### src/hdl/depth_to_point_backprojection_core_defines.svh
// Assertion macros shared by the front end and queue RTL files.
`ifndef DEPTH_TO_POINT_BACKPROJECTION_CORE_DEFINES_SVH
`define DEPTH_TO_POINT_BACKPROJECTION_CORE_DEFINES_SVH

// The consequent holds in the same cycle as the antecedent.
`define DTPB_ASSERT_SAME(label, ante, cons, msg) \
    label: assert property (@(posedge clk) disable iff (!rst_n) (ante) |-> (cons)) \
        else $error(msg);

// The consequent holds in the cycle after the antecedent.
`define DTPB_ASSERT_NEXT(label, ante, cons, msg) \
    label: assert property (@(posedge clk) disable iff (!rst_n) (ante) |=> (cons)) \
        else $error(msg);

`endif

### src/hdl/dtpb_pkg.sv
package dtpb_pkg;

    localparam int MAX_DIM         = 4096;
    localparam int SCALE_FRAC_BITS = 24;
    localparam int QUEUE_DEPTH     = 4;

    localparam int CNT_W   = 12;
    localparam int DIM_W   = 13;
    localparam int MAG_W   = 13;
    localparam int DEPTH_W = 24;
    localparam int SCALE_W = 25;
    localparam int COORD_W = 32;
    localparam int ADDR_W  = 4;
    localparam int DATA_W  = 32;

    localparam logic [CNT_W-1:0]   LAST_IDX       = CNT_W'(MAX_DIM - 1);
    localparam logic [SCALE_W-1:0] INV_FOCAL_INIT = 25'd16777216;
    localparam logic [DIM_W-1:0]   WIDTH_INIT     = 13'd640;
    localparam logic [DIM_W-1:0]   HEIGHT_INIT    = 13'd480;

    localparam logic [1:0] REG_INV_FOCAL_X  = 2'd0;
    localparam logic [1:0] REG_INV_FOCAL_Y  = 2'd1;
    localparam logic [1:0] REG_FRAME_WIDTH  = 2'd2;
    localparam logic [1:0] REG_FRAME_HEIGHT = 2'd3;

    typedef struct packed {
        logic [MAG_W-1:0]   mag_x;
        logic               neg_x;
        logic [MAG_W-1:0]   mag_y;
        logic               neg_y;
        logic [DEPTH_W-1:0] depth;
        logic               frame_end;
    } item_t;

endpackage

### src/hdl/dtpb_front.sv
`include "depth_to_point_backprojection_core_defines.svh"

module dtpb_front
(
    input  logic                         clk,
    input  logic                         rst_n,
    input  logic [dtpb_pkg::DIM_W-1:0]   frame_width,
    input  logic [dtpb_pkg::DIM_W-1:0]   frame_height,
    input  logic                         in_valid,
    output logic                         in_ready,
    input  logic [dtpb_pkg::DEPTH_W-1:0] in_depth,
    output logic                         item_valid,
    input  logic                         item_ready,
    output dtpb_pkg::item_t              item
);

    logic [dtpb_pkg::CNT_W-1:0] col_reg, col_next;
    logic [dtpb_pkg::CNT_W-1:0] row_reg, row_next;
    logic                       accept;
    logic                       last_col;
    logic                       last_row;
    logic [13:0]                dx, dy, dx_neg, dy_neg;

    assign in_ready   = item_ready;
    assign item_valid = in_valid;
    assign accept     = in_valid && item_ready;

    assign last_col = ({1'b0, col_reg} + 13'd1 >= frame_width) || (col_reg == dtpb_pkg::LAST_IDX);
    assign last_row = ({1'b0, row_reg} + 13'd1 >= frame_height) || (row_reg == dtpb_pkg::LAST_IDX);

    // Twice the offset from the image center; the halving is folded into the back end shift.
    assign dx     = {1'b0, col_reg, 1'b0} - {1'b0, frame_width};
    assign dy     = {1'b0, row_reg, 1'b0} - {1'b0, frame_height};
    assign dx_neg = 14'd0 - dx;
    assign dy_neg = 14'd0 - dy;

    always_comb
    begin
        item.neg_x     = dx[13];
        item.mag_x     = dx[13] ? dx_neg[12:0] : dx[12:0];
        item.neg_y     = dy[13];
        item.mag_y     = dy[13] ? dy_neg[12:0] : dy[12:0];
        item.depth     = in_depth;
        item.frame_end = last_col && last_row;
    end

    always_comb
    begin
        col_next = col_reg;
        row_next = row_reg;
        if (accept)
        begin
            if (last_col)
            begin
                col_next = '0;
                row_next = last_row ? '0 : row_reg + 1'b1;
            end
            else
            begin
                col_next = col_reg + 1'b1;
            end
        end
    end

    always_ff @(posedge clk or negedge rst_n)
    begin
        if (!rst_n)
        begin
            col_reg <= '0;
            row_reg <= '0;
        end
        else
        begin
            col_reg <= col_next;
            row_reg <= row_next;
        end
    end

    `DTPB_ASSERT_NEXT(a_frame_end_wraps, accept && item.frame_end,
        col_reg == '0 && row_reg == '0, "Counters did not return to zero after frame end")
    `DTPB_ASSERT_NEXT(a_col_steps, accept && !last_col,
        col_reg == $past(col_reg) + 1'b1 && row_reg == $past(row_reg),
        "Column counter did not advance by one")
    `DTPB_ASSERT_NEXT(a_hold_idle, !accept, $stable(col_reg) && $stable(row_reg),
        "Counters moved without a transfer")

endmodule

### config.mk
export PLATFORM = sky130hd
export DESIGN_NAME = dtpb_front
export DESIGN_NICKNAME = d
export VERILOG_FILES = /design/src/hdl/dtpb_pkg.sv /design/src/hdl/dtpb_front.sv
export VERILOG_INCLUDE_DIRS = /design/src /design/src/hdl
export SDC_FILE = /design/constraint.sdc
export NUM_CORES = 1
export LEC_CHECK = 0
export BUFFER_PORTS_ARGS = -buffer_cell sky130_fd_sc_hd__buf_2
export CORE_UTILIZATION = 59
export CTS_CLUSTER_DIAMETER = 120
export DETAILED_ROUTE_END_ITERATION = 6
export PLACE_DENSITY = 0.88
export SYNTH_ARGS = -nofsm -noshare
export SYNTH_HDL_FRONTEND = slang
export SYNTH_SLANG_ARGS = --single-unit
### constraint.sdc
create_clock -name clk -period 7.8 [get_ports clk]
set_input_delay 0 -clock clk [delete_from_list [all_inputs] [get_ports clk]]
set_output_delay 0 -clock clk [all_outputs]
set_load 0.01 [all_outputs]
==> parameters.txt <==
Parameter                              Value

Status
  Run status    complete, but fails checks
  Violations in the final reports    design-rule violations

Routing
  Violation count after the first detailed-route iteration    approximately 220
  Drt drc    18
  Routed WL per cell    14.2 um
  Antenna Violating Nets Remaining    0
  Post-DR vias/cell    6.03
  Pre-Repair DR Iteration Count    6
  Number of vias in the routed layout    3710
  Final Routed Wirelength    8750 um

GRT
  GR Layer Usage met1    around a third
  Met3 Resource Use GR    ~2.0%
  Pin count of the biggest net entering global routing    25
  Global route hottest layer    met2
  Global router's overall resource usage    between 20 and 25%
  Overflow left after global routing    0
  Via count of the first global-routing pass    about 3500
  Antenna violations before repair    0
  First-pass GRT wire length    approximately 15000 um
  Met2 layer usage reported by global route    roughly 45%

Flow run
  Number of maximum-capacitance violations    0

Synthesis
  Count of unique library cells instantiated by Yosys    54
  Share of the yosys chip area belonging to registers    roughly 15%
  Gate Count Post-Synth    around 510
  Number of warnings reported in the yosys synthesis log    0
  Largest cells by area after synthesis    ha_1 (17%), dfrtp_1 (15%), xnor2_1 (9.2%)
  Proportion of register bits with asynchronous set or reset after synthesis    between 90% and 100%
  Syn avg cell area    7.78 sq um
  Count of flip-flops with a built-in enable after synthesis    0
  Fraction of post-synthesis cell area in the top cell type by area    around 17%
  Net count after synthesis    between 600 and 700
  Most used DFF post-synth    dfrtp_1
  Yosys top cell by area    ha_1
  Mapped cell area    3990 sq um
  Flip-flop and latch count after synthesis    24

Worst setup path
  Reg-to-reg endpoint    row_reg[8]$_DFFE_PN0P_
  Buf+Inv Stages, Crit Path    1
  Startpoint Class    flip-flop
  Library cell contributing the largest single delay on the critical path    or2_2
  Crit path largest cell delay    0.52 ns
  Critical-path cell list    and3_1, and3_1, and3_1, and3_1, nand3_1, xnor2_1, ha_1, o2111a_1, o21ai_0, a21oi_1, buf_4, nand3_1, or2_2, o41ai_1
  Crit Reg-Reg Startpoint    col_reg[2]$_DFFE_PN0P_
  Crit-path leading delay family    simple AND/OR/NAND/NOR gates
  Required time reported for the critical path endpoint    slightly below 8 ns
  Most Frequent Cell on Critical Path    and3_1
  Register-to-register setup slack    around 3.9 ns
  Start-to-end type of the worst setup path    flip-flop to flip-flop
  CP Data Arrival Time    4.09 ns
  Worst Setup End Kind    flip-flop
  Number of cells traversed by the worst register-to-register path    14
  Largest driver fanout on the critical path    21

Cells and area
  Fill cell count    541
  Final design area excluding fillers    4210 sq um
  Antenna Cells    0
  Core occupancy in the finished layout    roughly 66%
  Share of layout cells above drive strength 1    approximately 15%
  P&R area growth vs syn    5.45%
  Highest-count cells in the layout ignoring fill and taps    buf_2 (60), ha_1 (55), o21ai_0 (47)
  Count of non-filler cells in the finished layout    around 620
  Nets    650
  Most common library cell in the layout ignoring fill and taps    buf_2

Die
  Die H    around 84 um
  Die boundary width    84.3 um
  Effective utilization at floorplan    roughly 62%
  Total number of placement rows    29
  Number of top-level pins    ~110
  Core Footprint    between 6000 and 7000 sq um
  Die Outline Area    between 7000 and 8000 sq um

STA
  Slew of the pin with the lowest slew margin    roughly 1.1 ns
  Final Critical Period    just under 4 ns
  Fin crit share    slightly above 50%
  Final setup skew    ~0.0042 ns
  Worst slew slack as a fraction of its limit    about a quarter
  RSZ-0062 raised after global routing    no
  Fmax    0.255 GHz
  Final worst hold slack    between 0.000003 and 0.000004 ns
  # setup viols final    0
  Max-slew violations    0
  Final Hold Fails    0
  Final Worst Setup Slack    about 3.9 ns
  Post-Route Setup TNS    0 ns

CTS
  Skew-Pair Late Insertion Delay    ~0.26 ns
  Maximum clock insertion buffer count    2
  Num CTS Buffers    3
  Post CTS Setup Buffer Count    0
  Number of H-tree branching levels    1
  CTS tree    built
  Clock sink total    24
  Number of resized instances in the post-cts repair step    0
  Reg clk slew, reported paths    around 0.08 ns
  Clk Tree Root Cell    clkbuf_8

Power
  Total design power    ~780 uW
  Fraction of power consumed by sequential logic    between 20% and 30%
  Sw power    345 uW
  Proportion of total power due to net switching    roughly 44%
  PD cells    184 nW/um^2
  Comb power frac    64.3%
  Max rail drop VDD    0.000107 V
  Internal power contribution    about 430 uW
  Clock share of power    roughly 14%
  Leakage power of the design    approximately 2.1 nW

Worst hold path
  Worst hold path startpoint    in_depth[6]
  Hold worst-path end    item[7]
  Depth of the worst hold-timing path    0
  Path type of the worst min-delay path    input pin to primary output

Place
  Detailed Place HPWL    7220 um
  Worst setup slack after placement    around 4 ns
  PortBufs    60
  Cells after DPL    between 600 and 700
  Gpl congestion    0.905
  Cell area after placement    ~4100 sq um
[worst max-delay path by stage]
stage	slack (ns)	depth (start not counted)	endpoint	startpoint
5_1_grt	3.55	14	row_reg[8]$_DFFE_PN0P_	col_reg[2]$_DFFE_PN0P_
3_3_place_gp	4.12	14	row_reg[8]$_DFFE_PN0P_	col_reg[2]$_DFFE_PN0P_
4_1_cts	3.88	14	row_reg[8]$_DFFE_PN0P_	col_reg[2]$_DFFE_PN0P_
6_report	3.87	14	row_reg[8]$_DFFE_PN0P_	col_reg[2]$_DFFE_PN0P_
2_1_floorplan	4.62	10	item[38]	row_reg[1]$_DFFE_PN0P_
3_5_place_dp	3.92	14	row_reg[8]$_DFFE_PN0P_	col_reg[2]$_DFFE_PN0P_
[synth_stat cells, drive strengths merged, types with 11 or more instances]
library cell / n
xnor2: 42
buf: 30
dfrtp: 24
and3: 15
nand2: 33
nor3: 11
nand2b: 21
a21oi: 23
inv: 36
nor2: 22
xor2: 16
o21ai: 47
nand3: 28
ha: 55
clkbuf: 11
[logic make-up (layout without fill, tap and decap cells)]
logic type	after synthesis	in the layout	synth area share, %
AO/OA/AOI/OAI	132	132	21.5
XOR/XNOR	58	58	12.7
adder cells (fa/ha/maj)	57	57	18.2
buffers and inverters	77	102	10.1
flip-flops	24	24	15.0
multiplexers	3	3	0.752
AND/OR/NAND/NOR	162	162	21.7
[power by group through the flow]
stage	logic, mW	clock network (mW)	registers, mW
floorplan	0.376	0	0.164
global placement	0.474	0	0.172
detailed placement	0.493	0	0.174
CTS	0.496	0.108	0.172
global route	0.547	0.113	0.177
finish	0.498	0.105	0.172
[final cells by class]
class,count,area (sq um),share of cell area (%)
clock buffer,3,41.3,0.981
clock inverter,1,30.0,0.713
inverter,36,135,3.21
multi-input combinational,412,2990,71.0
sequential,24,601,14.3
tap,77,96.3,2.29
timing repair buffer,62,318,7.55
[worst register-to-register path, cell delays in order (launching register included)]
cell and delay [ns]:
dfrtp_1 0.46, and3_1 0.20, and3_1 0.25, and3_1 0.28, and3_1 0.20, nand3_1 0.14
xnor2_1 0.16, ha_1 0.31, o2111a_1 0.18, o21ai_0 0.09, a21oi_1 0.15, buf_4 0.21
nand3_1 0.47, or2_2 0.52, o41ai_1 0.23
[metal layers]
metal,vias to the layer above,wire length (um)
met4,0,78
met1,1743,3930
met5,-,0
met2,97,4290
met3,16,449
li1,1854,-
[timing repair]
action,CTS,global route
hold endpoints to repair,24,0
endpoints found under the setup margin,0,0
hold buffers,1,0
No activity file was read; power rests on OpenSTA's default activity.
