`src/hdl/depth_to_point_backprojection_core_defines.svh`:
```
// Assertion macros shared by the front end and queue RTL files.
`ifndef DEPTH_TO_POINT_BACKPROJECTION_CORE_DEFINES_SVH
`define DEPTH_TO_POINT_BACKPROJECTION_CORE_DEFINES_SVH

// The consequent holds in the same cycle as the antecedent.
`define DTPB_ASSERT_SAME(label, ante, cons, msg) \
    label: assert property (@(posedge clk) disable iff (!rst_n) (ante) |-> (cons)) \
        else $error(msg);

// The consequent holds in the cycle after the antecedent.
`define DTPB_ASSERT_NEXT(label, ante, cons, msg) \
    label: assert property (@(posedge clk) disable iff (!rst_n) (ante) |=> (cons)) \
        else $error(msg);

`endif

```
`src/hdl/dtpb_pkg.sv`:
```
package dtpb_pkg;

    localparam int MAX_DIM         = 4096;
    localparam int SCALE_FRAC_BITS = 24;
    localparam int QUEUE_DEPTH     = 4;

    localparam int CNT_W   = 12;
    localparam int DIM_W   = 13;
    localparam int MAG_W   = 13;
    localparam int DEPTH_W = 24;
    localparam int SCALE_W = 25;
    localparam int COORD_W = 32;
    localparam int ADDR_W  = 4;
    localparam int DATA_W  = 32;

    localparam logic [CNT_W-1:0]   LAST_IDX       = CNT_W'(MAX_DIM - 1);
    localparam logic [SCALE_W-1:0] INV_FOCAL_INIT = 25'd16777216;
    localparam logic [DIM_W-1:0]   WIDTH_INIT     = 13'd640;
    localparam logic [DIM_W-1:0]   HEIGHT_INIT    = 13'd480;

    localparam logic [1:0] REG_INV_FOCAL_X  = 2'd0;
    localparam logic [1:0] REG_INV_FOCAL_Y  = 2'd1;
    localparam logic [1:0] REG_FRAME_WIDTH  = 2'd2;
    localparam logic [1:0] REG_FRAME_HEIGHT = 2'd3;

    typedef struct packed {
        logic [MAG_W-1:0]   mag_x;
        logic               neg_x;
        logic [MAG_W-1:0]   mag_y;
        logic               neg_y;
        logic [DEPTH_W-1:0] depth;
        logic               frame_end;
    } item_t;

endpackage

```
`src/hdl/dtpb_queue.sv`:
```
`include "depth_to_point_backprojection_core_defines.svh"

module dtpb_queue
#(
    parameter int DEPTH = dtpb_pkg::QUEUE_DEPTH
)
(
    input  logic            clk,
    input  logic            rst_n,
    input  logic            in_valid,
    output logic            in_ready,
    input  dtpb_pkg::item_t in_item,
    output logic            out_valid,
    input  logic            out_ready,
    output dtpb_pkg::item_t out_item
);

    localparam int PTR_W = $clog2(DEPTH);
    localparam int CNT_W = $clog2(DEPTH + 1);

    dtpb_pkg::item_t  mem [DEPTH];
    logic [PTR_W-1:0] wr_ptr_reg, wr_ptr_next;
    logic [PTR_W-1:0] rd_ptr_reg, rd_ptr_next;
    logic [CNT_W-1:0] count_reg, count_next;
    logic             push;
    logic             pop;

    assign in_ready  = (count_reg != CNT_W'(DEPTH));
    assign out_valid = (count_reg != '0);
    assign push      = in_valid && in_ready;
    assign pop       = out_ready && out_valid;
    assign out_item  = mem[rd_ptr_reg];

    always_comb
    begin
        wr_ptr_next = wr_ptr_reg;
        rd_ptr_next = rd_ptr_reg;
        count_next  = count_reg;
        if (push)
        begin
            wr_ptr_next = (wr_ptr_reg == PTR_W'(DEPTH - 1)) ? '0 : wr_ptr_reg + 1'b1;
        end
        if (pop)
        begin
            rd_ptr_next = (rd_ptr_reg == PTR_W'(DEPTH - 1)) ? '0 : rd_ptr_reg + 1'b1;
        end
        if (push && !pop)
        begin
            count_next = count_reg + 1'b1;
        end
        else if (pop && !push)
        begin
            count_next = count_reg - 1'b1;
        end
    end

    always_ff @(posedge clk)
    begin
        if (push)
        begin
            mem[wr_ptr_reg] <= in_item;
        end
    end

    always_ff @(posedge clk or negedge rst_n)
    begin
        if (!rst_n)
        begin
            wr_ptr_reg <= '0;
            rd_ptr_reg <= '0;
            count_reg  <= '0;
        end
        else
        begin
            wr_ptr_reg <= wr_ptr_next;
            rd_ptr_reg <= rd_ptr_next;
            count_reg  <= count_next;
        end
    end

    `DTPB_ASSERT_SAME(a_no_pop_empty, pop, count_reg != '0, "Queue popped while empty")
    `DTPB_ASSERT_SAME(a_no_push_full, push, count_reg != CNT_W'(DEPTH),
        "Queue pushed while full")
    `DTPB_ASSERT_NEXT(a_count_up, push && !pop, count_reg == $past(count_reg) + 1'b1,
        "Queue fill count did not grow on push")

endmodule

```
`config.mk`:
```
export PLATFORM = sky130hd
export DESIGN_NAME = dtpb_queue
export DESIGN_NICKNAME = d
export VERILOG_FILES = /design/src/hdl/dtpb_pkg.sv /design/src/hdl/dtpb_queue.sv
export VERILOG_INCLUDE_DIRS = /design/src /design/src/hdl
export SDC_FILE = /design/constraint.sdc
export NUM_CORES = 1
export LEC_CHECK = 0
export BUFFER_PORTS_ARGS = -buffer_cell sky130_fd_sc_hd__buf_2
export CAP_MARGIN = 20
export CORE_AREA = 10 10 133 135
export CTS_CLUSTER_DIAMETER = 100
export DETAILED_ROUTE_END_ITERATION = 10
export DIE_AREA = 0 0 143 145
export PLACE_DENSITY_LB_ADDON = 0.3
export SLEW_MARGIN = 20
export SYNTH_ARGS = -nofsm -noshare
export SYNTH_HDL_FRONTEND = slang
export SYNTH_SLANG_ARGS = --single-unit
```
`constraint.sdc`:
```
create_clock -name clk -period 3.4 [get_ports clk]
set_input_delay 0.68 -clock clk [delete_from_list [all_inputs] [get_ports clk]]
set_output_delay 0.68 -clock clk [all_outputs]
set_load 0.05 [all_outputs]
```
==> impl_metrics.ini, run 1 <==
[detailed_routing]
route.detailed.drc = 0
vias = 3597
drtIter0Drc = 247
ant_nets = 0
wl_per_cell_um = 22.45
firstDrtPassIters = 4
routed_wl_um = 14570
via_per_inst = 5.542

[synthesis]
synth_cell_type_count = 19
syn_nets = 377
synth-seq-cells = 219
avgSynthCellArea_um2 = 25.79
synth_cells = 313
synth_seq_area_share_pct = 81.04
syn_area_um2 = 8071
ys_warn_count = 0

[critical_path]
cp-start-kind = register
arrival_ps = 2470
worstSetupPathType = register to output pin
cp-end-kind = output pin
cp_max_fo = 36
required_ps = 2720

[die]
core_region_area_um2 = 15030
start_util_pct = 53.69
dieWidth_um = 143
die_area_um2 = 20740
io_pins = 112
rows = 45
die_h_um = 145

[pwr]
power_frac_clock_pct = 23.4
leakage_nw = 3.335
p_sw_w = 0.003715
p_seq_share_pct = 39.6
p_int_w = 0.006118
power_w = 0.009833
power.density_nw_per_um2 = 1022
ir_drop_uv = 833.7
combPwrFrac_pct = 36.9
sw_frac_of_total_pct = 37.78

[sta]
finalHoldViolations = 0
rsz0062_at_grt = false
fmax_mhz = 317.8
period_share_pct = 92.54
slew_viol_final = 0
skew_ps = 14.72
setup_violations = 0
fin_crit_ps = 3146
tightest_slew_ps = 821.7
relSlewSlack_pct = 45.22
timing.setup.tns_ps = 0

[clocking]
root_buffer = clkbuf_16
cts_buffers = 22
cts_setup_buffers = 0
cts_tree = done
clkSinkCount = 219
clk_path_buf_depth = 3
clk_pin_slew_worst_paths_ps = 60
insertion_delay_ps = 500
htreeDepth = 1

[grt]
grt_util_all_layers_pct = 14.25
grt_overflow = 0
grt_pass1_vias = 3999
antenna_found_initial = 2
grt_pass1_wl_um = 22950
grt_max_degree = 54

[layout]
final_common_cell = edfxtp_1
drive_gt1_share_pct = 47.39
num-nets-final = 508
design_area_um2 = 9619
fillers = 1008
largest_reg_flops = 212
syn2layout_area_growth_pct = 19.18
layout_common_cells = 212 x edfxtp_1, 111 x buf_2, 53 x mux4_2
final-seq-area_um2 = 6546
multi_input_area_um2 = 1451
fin_cells = 649

[run]
drv_cap = 0

[placement]
dp_hpwl_um = 8994
gp_congestion = 0.6895
port_buffers = 111
dp.cells = 607
place_area_um2 = 8902

[worst_hold_path]
hp-class = primary input to register

[outcome]
status = finished clean
## synth_stat cells (all sizes together)
cell type	number	area, um^2
nand2	1	3.750
or3	1	7.510
dfrtp	7	175.2
inv	3	11.26
or3b	1	11.26
nor2	3	11.26
xnor2	1	8.760
mux4	53	1194
edfxtp	212	6366
buf	12	67.56
fa	1	20.02
and2	1	8.760
and3	4	30.03
xor2	2	17.52
ha	6	75.07
mux2	5	63.81
## critical path, stage by stage, from the launching register on
cell and delay (ps):
dfrtp_4 900, buf_12 260, mux4_2 540, buf_2 230
## timing repair
action / in CTS / in global routing
gates resized for setup: 0 / 0
hold endpoints to repair: 1 / 0
hold buffers: 1 / 0
## stage by stage
stage          hold WS (ps)  utilization, %  worst slack, ps
2_1_floorplan         384.4               -             1108
3_3_place_gp          467.5           59.22            734.2
3_5_place_dp          482.1           59.22            725.5
4_1_cts               376.2           63.97            165.8
5_1_grt               378.2           63.97            71.91
6_report              393.6           63.99            253.7
## power by group through the flow
| stage | clock network (W) | logic (W) | registers, W |
|---|---|---|---|
| 2_1_floorplan | 0 | 0.00301 | 0.00372 |
| 3_3_place_gp | 0 | 0.00366 | 0.00394 |
| 3_5_place_dp | 0 | 0.00369 | 0.00398 |
| 4_1_cts | 0.00235 | 0.00370 | 0.00392 |
| 5_1_grt | 0.00248 | 0.00383 | 0.00398 |
| 6_report | 0.00230 | 0.00363 | 0.00390 |
## cells by family after synthesis
group	count (synthesis)	synth area share [%]
flip-flops	219	81.04
AND/OR/NAND/NOR	11	0.8991
XOR/XNOR	3	0.3256
buffers and inverters	15	0.9765
multiplexers	58	15.58
adder cells (fa/ha/maj)	7	1.178
## per-layer routing
layer | vias up | share of wire, % | GRT usage, % | wire (um)
met2 | 107 | 52 | 24.32 | 7564
met1 | 1866 | 40 | 17.69 | 5874
li1 | 1602 | - | - | -
met4 | 2 | 1.3 | 3.509 | 194
met5 | - | 0.089 | 0 | 13
met3 | 20 | 6.3 | 3.683 | 922
## layout make-up
cell class / instances / share of cell area, %
antenna: 1 / 0.02601
clock buffer: 29 / 6.100
clock inverter: 11 / 1.223
inverter: 3 / 0.1171
multi-input combinational: 79 / 15.09
sequential: 219 / 68.05
tap: 188 / 2.445
timing repair buffer: 119 / 6.946
## path summary, 6_finish.rpt
check | from | to | slack (ps) | depth (start not counted)
setup reg to reg | count_reg[1]$_DFFE_PN0P_ | count_reg[2]$_DFFE_PN0P_ | 1170 | 8
setup / recovery | rd_ptr_reg[0]$_DFFE_PN0P_ | out_item[35] | 250 | 3
max in group asynchronous | rst_n | rd_ptr_reg[1]$_DFFE_PN0P_ | 2670 | 2
hold / removal | in_item[52] | mem[3][52]$_DFFE_PP_ | 390 | 1
min in group asynchronous | rst_n | rd_ptr_reg[0]$_DFFE_PN0P_ | 540 | 2
hold reg to reg | count_reg[2]$_DFFE_PN0P_ | count_reg[2]$_DFFE_PN0P_ | 490 | 1
Note: power is estimated with default switching activity, not from simulation.
==> inputs of run 2 (changes only) <==
==> constraint.sdc (replaced) <==
create_clock -name clk -period 3.5 [get_ports clk]
set_input_delay 0.7 -clock clk [delete_from_list [all_inputs] [get_ports clk]]
set_output_delay 0.7 -clock clk [all_outputs]
set_load 0.05 [all_outputs]
==> run 2 against run 1 <==
  * Combinational power decreased by 1%
  * Worst setup slack improved by 160 ps
  * Total power decreased by 4.2%
  * Global-route usage decreased by 0.44 points
  * Critical path type unchanged
  * Critical endpoint is now out_item[10]
  * Highest routed layer unchanged
==> impl_metrics.ini, run 2 (same netlist as run 1, synthesis figures left out) <==
[die]
io_pins = 112
dieWidth_um = 143
die_area_um2 = 20740
core_region_area_um2 = 15030
die_h_um = 145
rows = 45
start_util_pct = 53.69

[placement]
gp_congestion = 0.7252
dp_hpwl_um = 8702
port_buffers = 111

[critical_path]
cp-end-kind = output pin
rr_worst_depth = 8
required_ps = 2800
cp-start-kind = register
worstSetupPathType = register to output pin
cp_max_fo = 28
arrival_ps = 2390

[detailed_routing]
drtIter0Drc = 251
firstDrtPassIters = 6
ant_nets = 0
vias = 3591
via_per_inst = 5.533
route.detailed.drc = 0
routed_wl_um = 14090
wl_per_cell_um = 21.71

[sta]
tightest_slew_ps = 804.9
fin_crit_ps = 3089
rsz0062_at_grt = false
whs_ps = 41.70
slew_viol_final = 0
setup_violations = 0
relSlewSlack_pct = 46.34
fmax_mhz = 323.7
skew_ps = 10.15
finalHoldViolations = 0
timing.setup.tns_ps = 0
period_share_pct = 88.27

[grt]
antenna_found_initial = 3
grt_pass1_wl_um = 22310
grt_util_all_layers_pct = 13.81
grtUsageMet2_pct = 21.97
grt_util_met3_pct = 3.748
grt_overflow = 0
busiest_layer = met2
grt_pass1_vias = 3904
grt_max_degree = 54
use_met1_pct = 18.34

[layout]
final_common_cell = edfxtp_1
syn2layout_area_growth_pct = 18.65
fin_util_pct = 63.70
drive_gt1_share_pct = 47.06
num-nets-final = 508
largest_reg_flops = 212
layout_common_cells = 212 x edfxtp_1, 111 x buf_2, 53 x mux4_2

[clocking]
insertion_delay_ps = 490
cts_resized = 0
clk_path_buf_depth = 3
holdBufCountCts = 0
clk_pin_slew_worst_paths_ps = 60
clkSinkCount = 219
cts_setup_buffers = 0
htreeDepth = 1
cts_buffers = 22
cts_tree = done
root_buffer = clkbuf_16

[pwr]
ir_drop_uv = 683.7
power.density_nw_per_um2 = 983.2
leakage_nw = 3.318
power_w = 0.009416

[worst_hold_path]
hp-class = primary input to async pin

[run]
drv_cap = 0

[outcome]
status = finished clean
==> run 2: cell count changes in the layout (fill, tap and decap cells not counted), sizes merged <==
cell,change
buf,+1
bufinv,-2
clkbuf,+4
clkinv,-2
clkinvlp,-1
diode,+1
dlygate4sd3,-1
==> run 2: final timing paths <==
check / startpoint / to / slack (ps)
max in group asynchronous: rst_n / rd_ptr_reg[0]$_DFFE_PN0P_ / 3270
max: rd_ptr_reg[0]$_DFFE_PN0P_ / out_item[10] / 410
max reg2reg: count_reg[0]$_DFFE_PN0P_ / count_reg[2]$_DFFE_PN0P_ / 1240
min in group clk: in_item[38] / mem[1][38]$_DFFE_PP_ / 420
min: rst_n / count_reg[2]$_DFFE_PN0P_ / 40
min reg2reg: count_reg[2]$_DFFE_PN0P_ / count_reg[2]$_DFFE_PN0P_ / 490
==> run 2: metal layers <==
| layer | wire length, um | up-vias | part of all wire (%) |
|---|---|---|---|
| li1 | - | 1608 | - |
| met1 | 5730 | 1860 | 41 |
| met2 | 7185 | 97 | 51 |
| met3 | 927 | 24 | 6.6 |
| met4 | 238 | 2 | 1.7 |
| met5 | 7 | - | 0.050 |
==> run 2: worst max-delay path, cell delays in order (launching register included) <==
cell and delay, ps:
dfrtp_4 770, buf_4 360, mux4_2 540, buf_2 230
==> run 2: layout make-up <==
cell class                 count  area (um^2)
sequential                   219         6546
fill                        1013         5456
multi-input combinational     79         1451
timing repair buffer         119        665.6
clock buffer                  33        633.1
tap                          188        235.2
clock inverter                 6        28.78
inverter                       3        11.26
antenna                        2        5.005
==> run 2: stage by stage <==
stage / setup slack, ps / area [um^2] / std cells
3_3_place_gp: 848.5 / 8910 / 608
4_1_cts: 305.4 / 9572 / 647
3_5_place_dp: 832.0 / 8910 / 608
2_1_floorplan: 1208 / 8071 / 313
6_report: 410.7 / 9577 / 649
5_1_grt: 224.3 / 9572 / 647
==> run 2: report_power, final <==
group	internal [W]	total, W	switching (W)
Combinational	0.00114	0.00359	0.00246
Sequential	0.00347	0.00371	0.000234
Clock	0.00125	0.00212	0.000871
Total	0.00585	0.00942	0.00356
